`src/design/pfa_pkg.sv`:
```
// Shared constants, types and codes for the packed field array.
`timescale 1ns / 1ps
`default_nettype none
package pfa_pkg;

    // Geometry of the store
    localparam int ELEMENT_BITS  = 5;
    localparam int WORD_BITS     = 32;
    localparam int ELEMENT_COUNT = 4096;
    localparam int INDEX_BITS    = 12;

    // One spare word so that the word above the last element's low word is always in range
    localparam int WORD_COUNT    = ELEMENT_COUNT * ELEMENT_BITS / WORD_BITS + 1;

    // Words are split over two banks: even words and odd words
    localparam int BANK_DEPTH    = (WORD_COUNT + 1) / 2;
    localparam int BANK_AW       = $clog2(BANK_DEPTH);

    // Bit position of an element and its split into word index and offset
    localparam int POS_BITS      = $clog2(ELEMENT_COUNT * ELEMENT_BITS);
    localparam int SHIFT_BITS    = $clog2(WORD_BITS);
    localparam int WIDX_BITS     = POS_BITS - SHIFT_BITS;

    // Operation codes
    localparam logic FUNC_READ   = 1'b0;
    localparam logic FUNC_WRITE  = 1'b1;

    typedef logic [WORD_BITS-1:0]    word_t;
    typedef logic [BANK_AW-1:0]      bank_addr_t;
    typedef logic [ELEMENT_BITS-1:0] elem_t;
    typedef logic [SHIFT_BITS-1:0]   shift_t;

    // Control carried with an access from issue to merge
    typedef struct packed {
        logic   is_write;
        logic   in_range;
        logic   lo_odd;    // low word of the element sits in the odd bank
        logic   crosses;   // element spills into the next word
        shift_t offset;    // bit offset of the element in its low word
        elem_t  value;
    } acc_info_t;

endpackage
`default_nettype wire

```
`src/design/pfa_merge.sv`:
```
// Joins the two words around an element: extracts it for a read, inserts it for a write.
`timescale 1ns / 1ps
`default_nettype none
module pfa_merge (
    input  wire pfa_pkg::acc_info_t info,
    input  wire pfa_pkg::word_t     even_word,
    input  wire pfa_pkg::word_t     odd_word,
    output pfa_pkg::elem_t          read_value,
    output pfa_pkg::word_t          new_even,
    output pfa_pkg::word_t          new_odd
);
    import pfa_pkg::*;

    logic [2*WORD_BITS-1:0] joined;
    logic [2*WORD_BITS-1:0] shifted;
    logic [2*WORD_BITS-1:0] elem_mask;
    logic [2*WORD_BITS-1:0] updated;
    word_t                  lo_word;
    word_t                  hi_word;

    // Order the two words as low then high
    assign lo_word = info.lo_odd ? odd_word  : even_word;
    assign hi_word = info.lo_odd ? even_word : odd_word;
    assign joined  = {hi_word, lo_word};

    // Extract
    assign shifted    = joined >> info.offset;
    assign read_value = info.in_range ? shifted[ELEMENT_BITS-1:0] : '0;

    // Insert
    assign elem_mask = {{(2*WORD_BITS-ELEMENT_BITS){1'b0}}, {ELEMENT_BITS{1'b1}}}
                       << info.offset;
    assign updated   = (joined & ~elem_mask)
                     | ({{(2*WORD_BITS-ELEMENT_BITS){1'b0}}, info.value} << info.offset);

    // Put the updated words back in bank order
    assign new_even = info.lo_odd ? updated[2*WORD_BITS-1:WORD_BITS]
                                  : updated[WORD_BITS-1:0];
    assign new_odd  = info.lo_odd ? updated[WORD_BITS-1:0]
                                  : updated[2*WORD_BITS-1:WORD_BITS];

endmodule
`default_nettype wire

```
`config.mk`:
```
export PLATFORM = sky130hd
export DESIGN_NAME = pfa_merge
export DESIGN_NICKNAME = d
export VERILOG_FILES = /design/src/design/pfa_pkg.sv /design/src/design/pfa_merge.sv
export SDC_FILE = /design/constraint.sdc
export NUM_CORES = 1
export LEC_CHECK = 0
export ABC_AREA = 1
export BUFFER_PORTS_ARGS = -buffer_cell sky130_fd_sc_hd__buf_2
export CAP_MARGIN = 30
export CORE_MARGIN = 2
export CORE_UTILIZATION = 45
export DETAILED_ROUTE_END_ITERATION = 6
export PLACE_DENSITY_LB_ADDON = 0.25
export SETUP_SLACK_MARGIN = 0.05
export SYNTH_ARGS = -nofsm -noshare
export SYNTH_HDL_FRONTEND = slang
export SYNTH_SLANG_ARGS = --single-unit
```
`constraint.sdc`:
```
create_clock -name vclk -period 1.75
set_input_delay 0.35 -clock vclk [all_inputs]
set_output_delay 0.35 -clock vclk [all_outputs]
set_load 0.05 [all_outputs]
```
==> results of run 1 <==
-- logic make-up after synthesis --
| group | after synthesis | share of synthesized area, % |
|---|---|---|
| buffers and inverters | 85 | 12.7 |
| AND/OR/NAND/NOR | 562 | 69.7 |
| AO/OA/AOI/OAI | 109 | 17.6 |
-- cell usage after synthesis (2+ instances only) --
| master | number |
|---|---|
| sky130_fd_sc_hd__a31oi_1 | 12 |
| sky130_fd_sc_hd__o22ai_2 | 2 |
| sky130_fd_sc_hd__o21ai_0 | 67 |
| sky130_fd_sc_hd__nor2_1 | 45 |
| sky130_fd_sc_hd__inv_1 | 31 |
| sky130_fd_sc_hd__o21ai_2 | 2 |
| sky130_fd_sc_hd__nand2_2 | 2 |
| sky130_fd_sc_hd__nor2_4 | 2 |
| sky130_fd_sc_hd__buf_4 | 9 |
| sky130_fd_sc_hd__buf_6 | 8 |
| sky130_fd_sc_hd__buf_1 | 4 |
| sky130_fd_sc_hd__buf_2 | 8 |
| sky130_fd_sc_hd__nor2_2 | 2 |
| sky130_fd_sc_hd__o21ai_1 | 14 |
| sky130_fd_sc_hd__a21oi_1 | 8 |
| sky130_fd_sc_hd__nand2_1 | 353 |
| sky130_fd_sc_hd__nand3_1 | 156 |
| sky130_fd_sc_hd__clkbuf_1 | 19 |
| sky130_fd_sc_hd__inv_2 | 5 |
-- through the flow --
stage / hold slack, ns / cell area, um^2 / utilization (%) / worst slack, ns / instances
after floorplan: 0.839 / 4260 / - / -0.0297 / 756
after global placement: 1.11 / 5710 / 78.7 / -0.539 / 1068
after detailed placement: 1.11 / 5710 / 78.7 / -0.594 / 1068
==> impl_table.tex, run 1 <==
\begin{tabular}{lr}
\hline
Metric & Value \\
\hline
\multicolumn{2}{l}{\textbf{Place}} \\
Detail Placement HPWL & 14.1 mm \\
Final estimated routing congestion in global placement & a little over 1 \\
Number of buffer cells added on primary ports & between 100 and 150 \\
\multicolumn{2}{l}{\textbf{Floorplan}} \\
Boundary pin count & about 150 \\
Y dimension of the die & approximately 90 um \\
Die W & around 90 um \\
Row count & 31 \\
Starting utilization of the core area & roughly 46\% \\
\multicolumn{2}{l}{\textbf{Synth}} \\
Count of yosys warnings during synthesis & 0 \\
Syn Std Cell Area & approximately 0.0034 mm\^{}2 \\
Number of instances in the synthesized netlist & around 760 \\
Sequential cell area fraction in the yosys report & 0\% \\
Biggest area consumer among synthesized cells & sky130\_fd\_sc\_hd\_\_nand2\_1 \\
Top-area cell type share of the netlist area & 39.5\% \\
Synthesized Nets & around 830 \\
Library cells used by synthesis & 26 \\
Average size of a mapped cell & around 4.4 um\^{}2 \\
Main area contributors after synthesis & sky130\_fd\_sc\_hd\_\_nand2\_1 39\%, sky130\_fd\_sc\_hd\_\_nand3\_1 23\%, sky130\_fd\_sc\_hd\_\_o21ai\_0 10\% \\
\multicolumn{2}{l}{\textbf{Clock tree}} \\
Buffers inserted during post-CTS setup optimization & 16 \\
Count of hold-fix buffers inserted at cts & 0 \\
Post-cts resize count & 397 \\
\multicolumn{2}{l}{\textbf{Outcome}} \\
Stage at which the flow ended & 4\_1\_cts \\
First error & [ERROR DPL-0038] Utilization greater than 100\%, impossible to legalize \\
Outcome & did not finish \\
\hline
\end{tabular}
==> run 2, diff against run 1 <==
CORE_UTILIZATION = 30   (was 45)
PLACE_DENSITY_LB_ADDON = 0.15   (was 0.25)
SETUP_SLACK_MARGIN = default   (was 0.05)
==> run 2 against run 1 <==
  * The flow now finishes, with violations (negative setup slack)
  * Synthesized area unchanged
  * Synthesized cell count unchanged
==> impl_table.tex, run 2 <==
\begin{tabular}{lr}
\hline
Metric & Value \\
\hline
\multicolumn{2}{l}{\textbf{Final layout}} \\
Commonest non-fill, non-tap cell in the layout & sky130\_fd\_sc\_hd\_\_nand2\_1 \\
Finished Core Util & 69.4\% \\
Storage element area & 0 um\^{}2 \\
Proportion of layout cells with a drive suffix above 1 & approximately 60\% \\
Post-layout nets & about 1100 \\
Final-layout clock buffer total & 0 \\
Area occupied by multi-input gates & between 0.004 and 0.005 mm\^{}2 \\
Final sequential cell count & 0 \\
Count of non-filler cells in the finished layout & 1125 \\
Number of filler cells placed in the layout & approximately 940 \\
Area growth from synthesis to layout & 125\% \\
Most frequent cells in the layout & 224 x sky130\_fd\_sc\_hd\_\_nand2\_1, 106 x sky130\_fd\_sc\_hd\_\_nand2\_2, 92 x sky130\_fd\_sc\_hd\_\_nand3\_1, 92 x sky130\_fd\_sc\_hd\_\_buf\_4, 71 x sky130\_fd\_sc\_hd\_\_buf\_2 \\
Antenna diodes & 0 \\
\multicolumn{2}{l}{\textbf{GRT}} \\
Global-route wire length before repair & 28.9 mm \\
Global router's overall resource usage & 30.5\% \\
Antenna violations before repair & 0 \\
Number of global-route vias before repair & 5674 \\
Congestion Overflow GR & 0 \\
Pin count of the biggest net entering global routing & 32 \\
\multicolumn{2}{l}{\textbf{Outcome}} \\
Failing checks & negative setup slack \\
Outcome & finished with violations \\
\multicolumn{2}{l}{\textbf{Synth}} \\
Leading cell types by count after synthesis & 353 x sky130\_fd\_sc\_hd\_\_nand2\_1, 156 x sky130\_fd\_sc\_hd\_\_nand3\_1, 67 x sky130\_fd\_sc\_hd\_\_o21ai\_0 \\
Syn Std Cell Area & around 0.0034 mm\^{}2 \\
Average size of a mapped cell & roughly 4.4 um\^{}2 \\
Count of yosys warnings during synthesis & 0 \\
Most frequently used cell type in the post-synthesis netlist & sky130\_fd\_sc\_hd\_\_nand2\_1 \\
Biggest area consumer among synthesized cells & sky130\_fd\_sc\_hd\_\_nand2\_1 \\
Sequential cell area fraction in the yosys report & 0\% \\
Library cells used by synthesis & 26 \\
Number of instances in the synthesized netlist & about 760 \\
Synthesized Nets & around 830 \\
Main area contributors after synthesis & sky130\_fd\_sc\_hd\_\_nand2\_1 39\%, sky130\_fd\_sc\_hd\_\_nand3\_1 23\%, sky130\_fd\_sc\_hd\_\_o21ai\_0 10\% \\
Top-area cell type share of the netlist area & between 30\% and 40\% \\
\multicolumn{2}{l}{\textbf{Route}} \\
Total vias in the final route & between 6000 and 7000 \\
Remaining routing DRC violations & 0 \\
Per-cell routed wire length & roughly 17 um \\
Vias per std cell & 5.49 \\
Final ANT Viol Nets & 0 \\
Number of iterations in the first detailed-routing pass & 5 \\
Drt first-iter violations & 480 \\
Wire length reported by the detailed router & a little under 20 mm \\
\multicolumn{2}{l}{\textbf{Place}} \\
Inst Count DP & between 1000 and 1500 \\
Detail Placement HPWL & between 10 and 15 mm \\
Number of buffer cells added on primary ports & $\sim$150 \\
Final estimated routing congestion in global placement & a little over 1 \\
\multicolumn{2}{l}{\textbf{STA}} \\
Count of final setup violators & 69 \\
Hold violation total from the final report & 0 \\
Worst slew pin tran & 0.317 ns \\
Fin. max-slew vios & 0 \\
Fin crit share & 120\% \\
Setup repair after global routing missed its margin & true \\
Final worst path period need & roughly 2.1 ns \\
Upper clock frequency limit & between 400 and 500 MHz \\
Worst-case headroom to the max-slew limit & around four fifths \\
Crit path setup slack, layout & -0.356 ns \\
\multicolumn{2}{l}{\textbf{Pwr}} \\
Post-layout power & between 3 and 4 mW \\
Leakage & between 3 and 4 nW \\
Largest voltage drop on the vdd net & around 0.25 mV \\
Power per cell area & 402 mW/mm\^{}2 \\
\multicolumn{2}{l}{\textbf{Flow run}} \\
Total of max-cap violations & 0 \\
\multicolumn{2}{l}{\textbf{Critical path}} \\
Worst path arrival time & around 1.8 ns \\
Crit path largest cell delay & 0.18 ns \\
Worst path required time & $\sim$1.4 ns \\
Top cell family by delay on the critical path & simple AND/OR/NAND/NOR gates \\
Slowest cell on crit path & sky130\_fd\_sc\_hd\_\_o21ai\_4 \\
Critical path capture point type & output pin \\
Crit path buf inv count & 4 \\
Highest net fanout along the worst path & 5 \\
CP Class & in2out \\
List of cells traversed by the critical path & buf\_8 -> buf\_4 -> nor2\_4 -> inv\_2 -> o21ai\_4 -> nand3\_2 -> o21ai\_2 -> nand2\_1 -> nand2\_2 -> buf\_6 \\
Setup crit start kind & input port \\
\multicolumn{2}{l}{\textbf{Floorplan}} \\
Die W & $\sim$110 um \\
Die area & approximately 0.012 mm\^{}2 \\
Row count & 38 \\
Y dimension of the die & $\sim$110 um \\
Placeable Area & between 0.01 and 0.015 mm\^{}2 \\
Starting utilization of the core area & between 30 and 40\% \\
Boundary pin count & around 150 \\
\multicolumn{2}{l}{\textbf{Hold path}} \\
Worst min-delay path class & in2out \\
\multicolumn{2}{l}{\textbf{Clock tree}} \\
Count of hold-fix buffers inserted at cts & 0 \\
\hline
\end{tabular}
[run 2: cell counts after synthesis]
No cell type changed its count.
[run 2: final cells by class]
class / instances / share of cell area [%]
timing repair buffer: 276 / 35.4
inverter: 37 / 2.58
multi-input combinational: 671 / 59.5
tap: 140 / 2.32
timing repair inverter: 1 / 0.116
[run 2: path summary, 6_finish.rpt]
| check | start | end | cells after the start |
|---|---|---|---|
| setup / recovery | info[6] | new_odd[12] | 10 |
| hold / removal | odd_word[21] | new_odd[21] | 4 |
[run 2: metal layers]
layer | GRT usage, % | wire [um] | vias to the layer above
met5 | 0 | 0 | -
met2 | 52.8 | 9560 | 270
met4 | 8.14 | 578 | 0
met1 | 40.7 | 7900 | 2889
met3 | 1.72 | 1270 | 47
li1 | - | - | 2973
[run 2: cell families (layout without fill, tap and decap cells)]
group                  count (synthesis)  after routing  share of synthesized area (%)
buffers and inverters                 85            314                           12.7
and+or+nand+nor                      562            562                           69.7
AOI/OAI and AO/OA                    109            109                           17.6
[run 2: repair_timing]
| action | 4_1_cts | 5_1_grt |
|---|---|---|
| endpoints found under the setup margin | 69 | 69 |
| cloned | 6 | 0 |
| buffers inserted | 9 | 5 |
| pin swaps | 36 | 58 |
| resized for setup | 344 | 128 |
[run 2: report_power, final]
| group | switching, mW | total [mW] | internal [mW] | leakage, nW |
|---|---|---|---|---|
| logic | 1.85 | 3.03 | 1.18 | 3.66 |
| clock network | 0 | 0 | 0 | 0 |
| registers | 0 | 0 | 0 | 0 |
| total | 1.85 | 3.03 | 1.18 | 3.66 |
[run 2: stage by stage]
step	hold slack, ns	instance area [um^2]	setup WS [ns]	setup TNS [ns]
6_report	1.05	7550	-0.356	-16.13
5_1_grt	1.07	7550	-0.378	-20.21
4_1_cts	1.06	7040	-0.267	-12.85
3_3_place_gp	1.12	5690	-0.597	-32.10
2_1_floorplan	0.915	4210	-0.0942	-0.432
3_5_place_dp	1.11	5690	-0.582	-32.55
No activity file was read; power rests on OpenSTA's default activity.
